## src/design/deq_pkg.sv

```systemverilog
// ----------------------------------------------------------------------------
// deq_pkg
// Shared types, constants and ring index helpers for the double-ended queue.
// ----------------------------------------------------------------------------
package deq_pkg;

  localparam int DEPTH   = 1024;
  localparam int ADDR_W  = $clog2(DEPTH);
  localparam int CNT_W   = $clog2(DEPTH + 1);
  localparam int VALUE_W = 32;

  typedef enum logic [1:0] {
    OP_PUSH_FRONT = 2'd0,
    OP_PUSH_BACK  = 2'd1,
    OP_POP_FRONT  = 2'd2,
    OP_POP_BACK   = 2'd3
  } op_t;

  typedef enum logic [1:0] {
    ST_DONE  = 2'd0,
    ST_FULL  = 2'd1,
    ST_EMPTY = 2'd2
  } status_t;

  typedef struct packed {
    op_t                        operation;
    logic signed [VALUE_W-1:0]  value;
  } item_t;

  typedef struct packed {
    status_t                    status;
    logic [CNT_W-1:0]           count;
    logic signed [VALUE_W-1:0]  front_value;
    logic signed [VALUE_W-1:0]  back_value;
  } result_t;

  // Commands from the controller to the datapath.
  typedef struct packed {
    logic exec;  // run the request on the indices and the store
    logic load;  // merge read data and load the result register
  } ctl_cmd_t;

  // Add two ring indices, wrapping at DEPTH. Sum stays below 2*DEPTH.
  function automatic logic [ADDR_W-1:0] ring_add(logic [ADDR_W-1:0] base,
                                                 logic [ADDR_W-1:0] offset);
    logic [ADDR_W:0] sum;
    sum = {1'b0, base} + {1'b0, offset};
    if (sum >= (ADDR_W+1)'(DEPTH)) begin
      sum = sum - (ADDR_W+1)'(DEPTH);
    end
    return sum[ADDR_W-1:0];
  endfunction

  function automatic logic [ADDR_W-1:0] ring_dec(logic [ADDR_W-1:0] base);
    logic [ADDR_W-1:0] idx;
    if (base == '0) begin
      idx = ADDR_W'(DEPTH - 1);
    end else begin
      idx = base - ADDR_W'(1);
    end
    return idx;
  endfunction

endpackage

```

## src/design/deq_ctrl.sv

```systemverilog
// ----------------------------------------------------------------------------
// deq_ctrl
// Request sequencer: accept, wait for the store read, hand off the result.
// ----------------------------------------------------------------------------
module deq_ctrl (
  input  logic              clk,
  input  logic              rst,
  input  logic              item_valid,
  output logic              item_ready,
  output logic              result_valid,
  input  logic              result_ready,
  output deq_pkg::ctl_cmd_t cmd
);

  typedef enum logic [1:0] {
    S_IDLE = 2'b01,
    S_LOAD = 2'b10
  } state_t;

  state_t state;
  state_t state_next;
  logic   slot_free;

  // Output slot is free when empty or being drained this cycle.
  assign slot_free  = !result_valid || result_ready;
  assign item_ready = (state == S_IDLE);

  always_comb begin
    state_next = state;
    cmd.exec   = 1'b0;
    cmd.load   = 1'b0;
    unique case (state)
      S_IDLE: begin
        if (item_valid) begin
          cmd.exec   = 1'b1;
          state_next = S_LOAD;
        end
      end
      S_LOAD: begin
        if (slot_free) begin
          cmd.load   = 1'b1;
          state_next = S_IDLE;
        end
      end
      default: begin
        state_next = S_IDLE;
      end
    endcase
  end

  always_ff @(posedge clk) begin
    if (rst) begin
      state        <= S_IDLE;
      result_valid <= 1'b0;
    end else begin
      state <= state_next;
      if (cmd.load) begin
        result_valid <= 1'b1;
      end else if (result_ready) begin
        result_valid <= 1'b0;
      end
    end
  end

endmodule

```

## config.mk

```make
export PLATFORM = sky130hd
export DESIGN_NAME = deq_ctrl
export DESIGN_NICKNAME = d
export VERILOG_FILES = /design/src/design/deq_pkg.sv /design/src/design/deq_ctrl.sv
export SDC_FILE = /design/constraint.sdc
export NUM_CORES = 1
export LEC_CHECK = 0
export ABC_AREA = 1
export BUFFER_PORTS_ARGS = -buffer_cell sky130_fd_sc_hd__buf_2
export CAP_MARGIN = 0
export CORE_AREA = 2 2 39 41
export DETAILED_ROUTE_END_ITERATION = 8
export DIE_AREA = 0 0 41 43
export GPL_ROUTABILITY_DRIVEN = 0
export PLACE_DENSITY = 0.37
export SLEW_MARGIN = 25
export SYNTH_ARGS = -nofsm -noshare
export SYNTH_HDL_FRONTEND = slang
export SYNTH_SLANG_ARGS = --single-unit
```

## constraint.sdc

```tcl
create_clock -name clk -period 0.8 [get_ports clk]
set_input_delay 0.08 -clock clk [delete_from_list [all_inputs] [get_ports clk]]
set_output_delay 0.08 -clock clk [all_outputs]
set_load 0.1 [all_outputs]
```

Word level (Yosys, flattened, before mapping):

Index checks and enable logic that the tools add are counted.

* register bits: 3
* input port bits: 4
* output and inout bits: 4
* word-level logic and storage cells: 19

* equal/unequal tests: 4
* multiplexer cells: 9
* reduce and logical (&&, ||, !) cells: 4

Operator list (count)
* $mux 1: 6
* $mux 2: 2
* $ne 2x2->1 const B: 2
* $pmux 2 s2: 1
* $eq 2x1->1 const B: 1
* $eq 2x2->1 const B: 1
* $reduce_and 2->1: 1
* $reduce_bool 2->1: 1
* $logic_not 1->1: 1
* $logic_or 1x1->1: 1

Depth between registers and ports, before layout:

Gate-level depths: netlist of run 1.

* depth after elaboration: 5
* depth in mapped cells: 5
* depth with buffers taken out: 5

Least setup slack after synthesis of run 1:

No wires, ideal clock.

* kind: register to output
* from: register result_valid
* to: output cmd[0] (netlist name)
* arrival time: 2.935 ns
* slack: -2.215 ns
* stages on the path, launching flop included: 4
* buffers on the path: 0
* cells stage by stage: dfxtp_1 inv_1 nor2_4 nor3_1

RTL lines
* start: declaration: line deq_ctrl.sv:10 `output logic result_valid,`
* start signal: assignment: line deq_ctrl.sv:54 `result_valid <= 1'b0;`
* start signal: assignment: line deq_ctrl.sv:58 `result_valid <= 1'b1;`
* start signal: assignment: line deq_ctrl.sv:60 `result_valid <= 1'b0;`
* end: declaration: line deq_ctrl.sv:12 `output deq_pkg::ctl_cmd_t cmd`

==> results.sh, run 1 <==
export IMPL_start_util_pct=10.5
export IMPL_layout_worst_path_cycle_share_pct=136
export IMPL_violations="negative setup slack"
export IMPL_finalHoldViolCount=0
export IMPL_outcome="finished, violations left"
export IMPL_ys_ff_latch=3
export IMPL_worstSetupPathType="flop to output port"
export IMPL_r2r_start="state[1]$_SDFFE_PP0P_"
export IMPL_maxSlewHeadroom_pct=88.5
export IMPL_die_h_um=43
export IMPL_syn_inst=18
export IMPL_holdPathStages=2
export IMPL_cp_end_kind="output port"
export IMPL_seq_area_um2=68.8
export IMPL_instances_no_fill=49
export IMPL_setup_viol=7
export IMPL_clockBufferDepth=2
export IMPL_startpoint_type="flop"
export IMPL_die_area_mm2=0.00176
export IMPL_drtAntennaViolNets=0
export IMPL_worst_r2r_cell_count=5
export IMPL_clock_latency_ps=230
export IMPL_syn_nets=22
export IMPL_multi_input_area_um2=97.6
export IMPL_maxClockFrequency_mhz=917
export IMPL_dr_pass1_iters=1
export IMPL_clock_skew_ps=0.625
export IMPL_leakagePower_nw=0.153
export IMPL_cap_violations=0
export IMPL_grt_use_met3_pct=1.57
export IMPL_synth_seq_area_share_pct=41.4
export IMPL_cts_buffers=3
export IMPL_r2r_end="state[1]$_SDFFE_PP0P_"
export IMPL_synthToLayoutAreaGrowth_pct=163
export IMPL_fin_setup_tns_ps=-1010
export IMPL_avgRoutedWirePerCell_um=6.06
export IMPL_power_mw=0.645
export IMPL_crit_fanout=4
export IMPL_worstHoldEndpoint="state[1]$_SDFFE_PP0P_"
export IMPL_met1_usage_pct=5.48
export IMPL_worst_pin_slew_ps=171
export IMPL_fill_cells=155
export IMPL_cts_root_buf="clkbuf_4"
export IMPL_drive_above_1_share_pct=84.8
export IMPL_wirelength_um=297
export IMPL_io_pins=8
export IMPL_die_w_um=41
export IMPL_cts_tree="built"
export IMPL_drt_iter0_markers=0
export IMPL_viasPerCell=3.16
export IMPL_hold_start="rst"
export IMPL_grt_setup_unrepaired="true"
export IMPL_powerDensity_mw_per_mm2=1690
export IMPL_syn_area_per_cell_um2=8.06
export IMPL_dpl_cell_count=43
export IMPL_place_ws_ps=-94.5
export IMPL_layout_nets=38
export IMPL_grt_pass1_wl_um=607
export IMPL_portBuffers=7
export IMPL_rrSetupSlack_ps=-80
export IMPL_clkTransAtPathRegs_ps=30
export IMPL_period_needed_ps=1090
export IMPL_grt_overflow_total=0
export IMPL_num_rows=14
export IMPL_grt_max_degree=5
export IMPL_synth_distinct_cells=10
export IMPL_syn_area_um2=145
export IMPL_peakVddDrop_mv=0.514
export IMPL_antenna_cells=0
export IMPL_core_area_mm2=0.00138
export IMPL_gr_usage_all_layers_pct=5.63
export IMPL_crit_required_ps=720
export IMPL_use_met2_pct=7.50
export IMPL_cts_sinks=3
export IMPL_drcViolationCount=0
export IMPL_hp_class="primary input to flop"
export IMPL_vias=155
export IMPL_grt_most_used_layer="met4"
export IMPL_postLayoutSetupSlackWorst_ps=-291
export IMPL_antenna_found_initial=0
export IMPL_ys_warn_count=0
export IMPL_final_max_slew_viol_count=0
export IMPL_htree_levels=1
export IMPL_crit_arrival_ps=1010
export IMPL_first_global_vias=168
==> report_power, final <==
| part | total (mW) | internal [mW] | leakage (nW) | switching (mW) |
|---|---|---|---|---|
| combinational | 0.224 | 0.0912 | 0.112 | 0.133 |
| clock | 0.253 | 0.186 | 0.0150 | 0.0672 |
| sequential | 0.167 | 0.155 | 0.0258 | 0.0120 |
| total | 0.645 | 0.432 | 0.153 | 0.212 |
==> worst max path at each step <==
stage	cells after the start	slack, ps	start	endpoint
finish	2	-290	state[0]$_SDFFE_PP1P_	cmd[0]
global route	4	-340	result_valid$_SDFFE_PP0P_	cmd[0]
CTS	2	-300	state[0]$_SDFFE_PP1P_	cmd[0]
detailed placement	4	-90	result_valid$_SDFFE_PP0P_	cmd[0]
global placement	4	-80	result_valid$_SDFFE_PP0P_	cmd[0]
floorplan	3	-640	result_valid$_SDFFE_PP0P_	cmd[0]
==> logic make-up (layout without fill, tap and decap cells) <==
kind of cell	count (synthesis)	in the layout	share of synthesized area, %
buf+inv	5	20	12.9
flops	3	3	41.4
simple gates	8	8	34.5
compound gates	2	2	11.2
==> registers in the layout, summed over array words and instances (netlist names) <==
name / cells
state: 2
result_valid: 1
==> layer usage <==
metal	wire length (um)	part of all wire (%)
met5	0	0
met4	0	0
met3	20	6.7
met2	180	61
met1	97	33
==> Yosys cell counts, drive strengths merged <==
| cell type | number | area [um2] |
|---|---|---|
| a21oi | 1 | 8.76 |
| dfxtp | 3 | 60.1 |
| inv | 5 | 18.8 |
| nand2 | 4 | 17.5 |
| nand3 | 1 | 10.0 |
| nor2 | 2 | 17.5 |
| nor3 | 1 | 5.00 |
| o21a | 1 | 7.51 |
==> layout by cell type (no fill, tap or decap) <==
master / n
dfxtp_2: 1
buf_12: 4
inv_4: 1
dfxtp_4: 2
a21oi_2: 1
clkinvlp_4: 2
clkbuf_4: 3
nor2_4: 2
nand2_1: 2
clkbuf_1: 1
nand3_4: 1
inv_2: 1
o21a_1: 1
inv_1: 1
nand2_2: 1
buf_2: 3
buf_6: 4
nor3_4: 1
nand2_4: 1
==> cell type report <==
cell class	instances	area share (%)
clock buffer	4	6.89
inverter	5	7.54
multi-input combinational	10	25.6
sequential	3	18.0
tap	16	5.25
timing repair buffer	11	36.7
==> per-stage QoR <==
step           hold WS, ps  utilization [%]  cell area, um2
2_1_floorplan          135                -             190
3_3_place_gp           247             23.1             320
3_5_place_dp           254             23.1             320
4_1_cts               12.5             27.2             377
5_1_grt               31.3             27.6             382
6_report              19.3             27.6             382
==> critical path: stages, from the launching register on <==
cell and delay, ps:
dfxtp_4 370, nor3_4 220, buf_12 200
==> what timing repair did <==
action,in CTS,in global routing
endpoints found under the setup margin,5,7
pin swaps,2,0
hold buffers,0,0
setup buffers,2,0
gates resized for setup,4,1
Power figures use the tool's default switching activity.
==> inputs of run 2 (changes only) <==
CELL_PAD_IN_SITES_DETAIL_PLACEMENT = 0   (was not set)
CELL_PAD_IN_SITES_GLOBAL_PLACEMENT = 1   (was not set)
HOLD_SLACK_MARGIN = 0.06   (was not set)
PLACE_DENSITY = 0.45   (was 0.37)
==> results.sh, run 2 (synthesis results as in run 1) <==
export IMPL_fill_cells=148
export IMPL_crit_arrival_ps=1010
export IMPL_holdPathStages=4
export IMPL_dr_pass1_iters=2
export IMPL_peakVddDrop_mv=0.644
export IMPL_portBuffers=7
export IMPL_synthToLayoutAreaGrowth_pct=157
export IMPL_avgRoutedWirePerCell_um=6.29
export IMPL_clkTransAtPathRegs_ps=40
export IMPL_wirelength_um=308
export IMPL_antenna_cells=0
export IMPL_final_max_slew_viol_count=0
export IMPL_vias=162
export IMPL_crit_required_ps=720
export IMPL_clock_skew_ps=5.29
export IMPL_setup_viol=7
export IMPL_hp_class="primary input to flop"
export IMPL_viasPerCell=3.31
export IMPL_cp_end_kind="output port"
export IMPL_leakagePower_nw=0.148
export IMPL_cts_tree="built"
export IMPL_reg_top3="state (2), result_valid (1)"
export IMPL_htree_levels=1
export IMPL_hold_ws_ps=156
export IMPL_final_common_cell="buf_12"
export IMPL_drt_iter0_markers=5
export IMPL_die_w_um=41
export IMPL_cts_root_buf="clkbuf_4"
export IMPL_layout_worst_path_cycle_share_pct=136
export IMPL_finalHoldViolCount=0
export IMPL_hpwl_um=249
export IMPL_cap_violations=0
export IMPL_powerDensity_mw_per_mm2=1720
export IMPL_io_pins=8
export IMPL_die_area_mm2=0.00176
export IMPL_grt_setup_unrepaired="true"
export IMPL_core_area_mm2=0.00138
export IMPL_grt_overflow_total=0
export IMPL_power_mw=0.642
export IMPL_die_h_um=43
export IMPL_violations="negative setup slack"
export IMPL_maxSlewHeadroom_pct=88.8
export IMPL_grt_pass1_wl_um=496
export IMPL_power_share_sequential_pct=26.1
export IMPL_multi_input_area_um2=97.6
export IMPL_outcome="finished, violations left"
export IMPL_cts_sinks=3
export IMPL_maxClockFrequency_mhz=917
export IMPL_postLayoutSetupSlackWorst_ps=-291
export IMPL_regMostFlops="state"
export IMPL_layout_nets=38
export IMPL_place_ws_ps=-89.4
export IMPL_num_rows=14
export IMPL_clock_latency_ps=230
export IMPL_drive_above_1_share_pct=81.8
export IMPL_pwr_share_comb_pct=33.0
export IMPL_final_cell_mix="4 x buf_12, 3 x clkbuf_4, 3 x buf_2"
export IMPL_cts_buffers=3
export IMPL_final_util_pct=26.9
export IMPL_drtAntennaViolNets=0
export IMPL_period_needed_ps=1090
export IMPL_startpoint_type="flop"
export IMPL_start_util_pct=10.5
export IMPL_worst_pin_slew_ps=167
export IMPL_worstSetupPathType="flop to output port"
export IMPL_antenna_found_initial=0
export IMPL_internal_power_mw=0.424
export IMPL_grt_max_degree=5
export IMPL_largest_reg_flops=2
export IMPL_drcViolationCount=0
export IMPL_first_global_vias=150
export IMPL_switching_share_pct=34.0
export IMPL_crit_fanout=4
export IMPL_p_sw_mw=0.218
export IMPL_gr_usage_all_layers_pct=4.72
export IMPL_clock_power_share_pct=40.9
export IMPL_seq_area_um2=68.8
export IMPL_clockBufferDepth=2
export IMPL_worst_r2r_cell_count=6
-- run 2: cell count changes in the layout (fill, tap and decap cells not counted) --
| cell | before | now |
|---|---|---|
| dlygate4sd3_1 | 0 | 1 |
| buf_4 | 0 | 2 |
| buf_6 | 4 | 1 |
-- run 2: power groups by stage --
| stage | logic [mW] | clock network, mW | registers [mW] |
|---|---|---|---|
| floorplan | 0.123 | 0 | 0.174 |
| global placement | 0.197 | 0 | 0.168 |
| detailed placement | 0.197 | 0 | 0.169 |
| CTS | 0.214 | 0.274 | 0.168 |
| global route | 0.221 | 0.287 | 0.169 |
| finish | 0.212 | 0.263 | 0.168 |
-- run 2: critical path, stage by stage (launching register included) --
cell	delay, ps
dfxtp_4	370
nor3_4	210
buf_12	200
-- run 2: area by class of cell --
| class | instances | share of cell area [%] |
|---|---|---|
| Clock buffer | 4 | 7.05 |
| Inverter | 5 | 7.72 |
| Multi-Input combinational cell | 10 | 26.2 |
| Sequential cell | 3 | 18.5 |
| Tap cell | 16 | 5.37 |
| Timing Repair Buffer | 11 | 35.2 |
-- run 2: final timing paths --
path	from	end	slack [ps]
worst max-delay path	state[0]$_SDFFE_PP1P_	cmd[0]	-290
worst max register to register	state[1]$_SDFFE_PP0P_	state[0]$_SDFFE_PP1P_	-80
worst min register to register	state[0]$_SDFFE_PP1P_	state[1]$_SDFFE_PP0P_	590
worst min-delay path	result_ready	state[1]$_SDFFE_PP0P_	160
-- run 2: per-stage QoR --
step                TNS, ps  cell area (um2)  cells
finish                -1020              373     49
global route          -1320              373     49
CTS                   -1110              373     49
detailed placement     -133              313     42
global placement       -125              313     42
floorplan             -1350              190     18
-- run 2: what timing repair did --
action	in CTS	in global routing
pin swaps	1	0
hold buffers	1	0
buffers inserted	2	0
setup endpoints to repair	5	7
resized for setup	2	0
endpoints found under the hold margin	1	0
-- run 2: per-layer routing --
layer | routed length, um | global-route usage, %
met5 | 0 | 0
met2 | 135 | 5.31
met4 | 13 | 6.00
met1 | 127 | 4.82
met3 | 31 | 3.14
==> inputs of run 3 (changes only) <==
ABC_AREA = not set   (was 1)
PLACE_DENSITY = 0.42   (was 0.45)
==> results.sh, run 3 <==
export IMPL_first_global_vias=156
export IMPL_drtAntennaViolNets=0
export IMPL_hp_class="primary input to flop"
export IMPL_peakVddDrop_mv=0.689
export IMPL_hold_ws_ps=211
export IMPL_placed_area_um2=292
export IMPL_internal_power_mw=0.434
export IMPL_vias=150
export IMPL_cts_sinks=3
export IMPL_synth_seq_area_share_pct=46.6
export IMPL_dr_pass1_iters=2
export IMPL_setup_viol=6
export IMPL_portBuffers=7
export IMPL_max_stage_delay_ps=330
export IMPL_syn_area_per_cell_um2=10.7
export IMPL_syn_area_um2=129
export IMPL_final_util_pct=26.7
export IMPL_gr_usage_all_layers_pct=6.63
export IMPL_synth_top_area_share_pct=46.6
export IMPL_drive_above_1_share_pct=86.2
export IMPL_grt_setup_unrepaired="true"
export IMPL_ys_top_cells_by_area="dfxtp_1 47%, and4bb_2 9.7%, nand2b_1 9.7%"
export IMPL_hold_start="result_ready"
export IMPL_regMostFlops="state"
export IMPL_switching_share_pct=31.4
export IMPL_die_h_um=43
export IMPL_r2r_start="state[1]$_SDFFE_PP0P_"
export IMPL_crit_required_ps=720
export IMPL_avgRoutedWirePerCell_um=9.51
export IMPL_layout_nets=34
export IMPL_period_needed_ps=1140
export IMPL_clock_power_share_pct=41.5
export IMPL_final_max_slew_viol_count=0
export IMPL_syn_nets=16
export IMPL_rrSetupSlack_ps=-180
export IMPL_largest_reg_flops=2
export IMPL_cts_tree="built"
export IMPL_postLayoutSetupSlackWorst_ps=-336
export IMPL_crit_arrival_ps=1060
export IMPL_grt_overflow_total=0
export IMPL_power_mw=0.632
export IMPL_synth_edf_count=0
export IMPL_cts_root_buf="clkbuf_4"
export IMPL_final_common_cell="buf_12"
export IMPL_yosysTopAreaCell="dfxtp_1"
export IMPL_leakagePower_nw=0.181
export IMPL_viasPerCell=3.33
export IMPL_synth_ff_type="dfxtp_1"
export IMPL_clkTransAtPathRegs_ps=40
export IMPL_antenna_cells=0
export IMPL_drt_iter0_markers=2
export IMPL_ys_ff_latch=3
export IMPL_die_area_mm2=0.00176
export IMPL_synth_common_cells="3 x dfxtp_1, 2 x nand2b_1, 2 x nor2b_1"
export IMPL_async_reset_ff_share_pct=0
export IMPL_layout_worst_path_cycle_share_pct=142
export IMPL_final_cell_mix="4 x buf_12, 3 x clkbuf_4, 3 x buf_2, 3 x buf_4"
export IMPL_synth_distinct_cells=8
export IMPL_synthToLayoutAreaGrowth_pct=186
export IMPL_crit_fanout=4
export IMPL_die_w_um=41
export IMPL_grt_max_degree=5
export IMPL_drcViolationCount=0
export IMPL_crit_start="state[1]$_SDFFE_PP0P_"
export IMPL_maxClockFrequency_mhz=880
export IMPL_syn_inst=12
export IMPL_path_cells="and3b_4 -> buf_12"
export IMPL_fin_setup_tns_ps=-1370
export IMPL_wirelength_um=428
export IMPL_p_sw_mw=0.199
export IMPL_cp_slowest_cell="dfxtp_2"
export IMPL_io_pins=8
export IMPL_num_rows=14
export IMPL_ys_warn_count=0
export IMPL_start_util_pct=9.31
export IMPL_maxSlewHeadroom_pct=92.8
export IMPL_reg_top3="state (2), result_valid (1)"
export IMPL_worst_pin_slew_ps=108
export IMPL_htree_levels=1
export IMPL_startpoint_type="flop"
export IMPL_cap_violations=0
export IMPL_worstSetupPathType="flop to output port"
export IMPL_clockBufferDepth=2
export IMPL_cts_buffers=3
export IMPL_pwr_share_comb_pct=32.4
export IMPL_clock_skew_ps=3.88
export IMPL_core_area_mm2=0.00138
export IMPL_clock_latency_ps=230
export IMPL_outcome="finished, violations left"
export IMPL_finalHoldViolCount=0
export IMPL_grt_pass1_wl_um=662
export IMPL_fill_cells=146
export IMPL_powerDensity_mw_per_mm2=1710
export IMPL_power_share_sequential_pct=26.1
export IMPL_yosysMostFrequentCell="dfxtp_1"
export IMPL_violations="negative setup slack"
export IMPL_final_area_um2=369
export IMPL_cp_end_kind="output port"
export IMPL_antenna_found_initial=0
-- run 3: cell types whose count changed after synthesis, sizes merged, moves of 2 or more --
cell / change
inv: -5
nand2b: +2
nor2b: +2
nand2: -4
nor2: -2
-- run 3: final cells by class --
| class | instances | area (um2) | share of cell area [%] |
|---|---|---|---|
| tap | 16 | 20.0 | 5.42 |
| clock buffer | 4 | 26.3 | 7.12 |
| timing repair buffer | 13 | 150 | 40.7 |
| multi-input combinational | 9 | 106 | 28.8 |
| sequential | 3 | 66.3 | 18.0 |
-- run 3: worst paths after layout --
kind | end | cells past startpoint
setup / recovery | cmd[1] | 2
hold / removal | result_valid$_SDFFE_PP0P_ | 4
setup reg to reg | state[1]$_SDFFE_PP0P_ | 3
hold reg to reg | result_valid$_SDFFE_PP0P_ | 3
-- run 3: per-layer routing --
layer | vias to the layer above | share of wire, % | global-route usage, % | wire [um]
li1 | 77 | - | - | -
met2 | 8 | 54 | 8.75 | 230
met4 | 0 | 0 | 4.00 | 0
met1 | 65 | 33 | 6.11 | 142
met3 | 0 | 13 | 6.81 | 54
met5 | - | 0 | 0 | 0
-- run 3: cells by family (layout without fill, tap and decap cells) --
| logic type | Yosys count | count (layout) | share of synthesized area [%] |
|---|---|---|---|
| AO/OA/AOI/OAI | 3 | 3 | 17.5 |
| AND/OR/NAND/NOR | 6 | 6 | 35.9 |
| flip-flops | 3 | 3 | 46.6 |
| buffers and inverters | 0 | 17 | 0 |
-- run 3: through the flow --
| step | setup slack [ps] | instances |
|---|---|---|
| after floorplan | -366 | 12 |
| after global placement | -95.4 | 38 |
| after detailed placement | -119 | 38 |
| after CTS | -354 | 44 |
| after global routing | -374 | 45 |
| final | -336 | 45 |
-- run 3: timing repair --
item / 4_1_cts / 5_1_grt
endpoints found under the setup margin: 6 / 7
resized for setup: 2 / 4
hold endpoints to repair: 1 / 0
pin swaps: 0 / 1
hold buffers: 1 / 0
setup buffers: 1 / 2
gates cloned: 0 / 0
-- run 3: critical path: cells and delay by family, from the launching register on --
kind,cells,cell delay [ps]
buf+inv,1,170
simple gates,1,320
flops,1,330
-- run 3: power groups by stage --
stage	clock, mW	sequential [mW]	combinational [mW]
2_1_floorplan	0	0.171	0.108
3_3_place_gp	0	0.164	0.185
3_5_place_dp	0	0.165	0.187
4_1_cts	0.275	0.165	0.201
5_1_grt	0.291	0.166	0.211
6_report	0.263	0.165	0.205
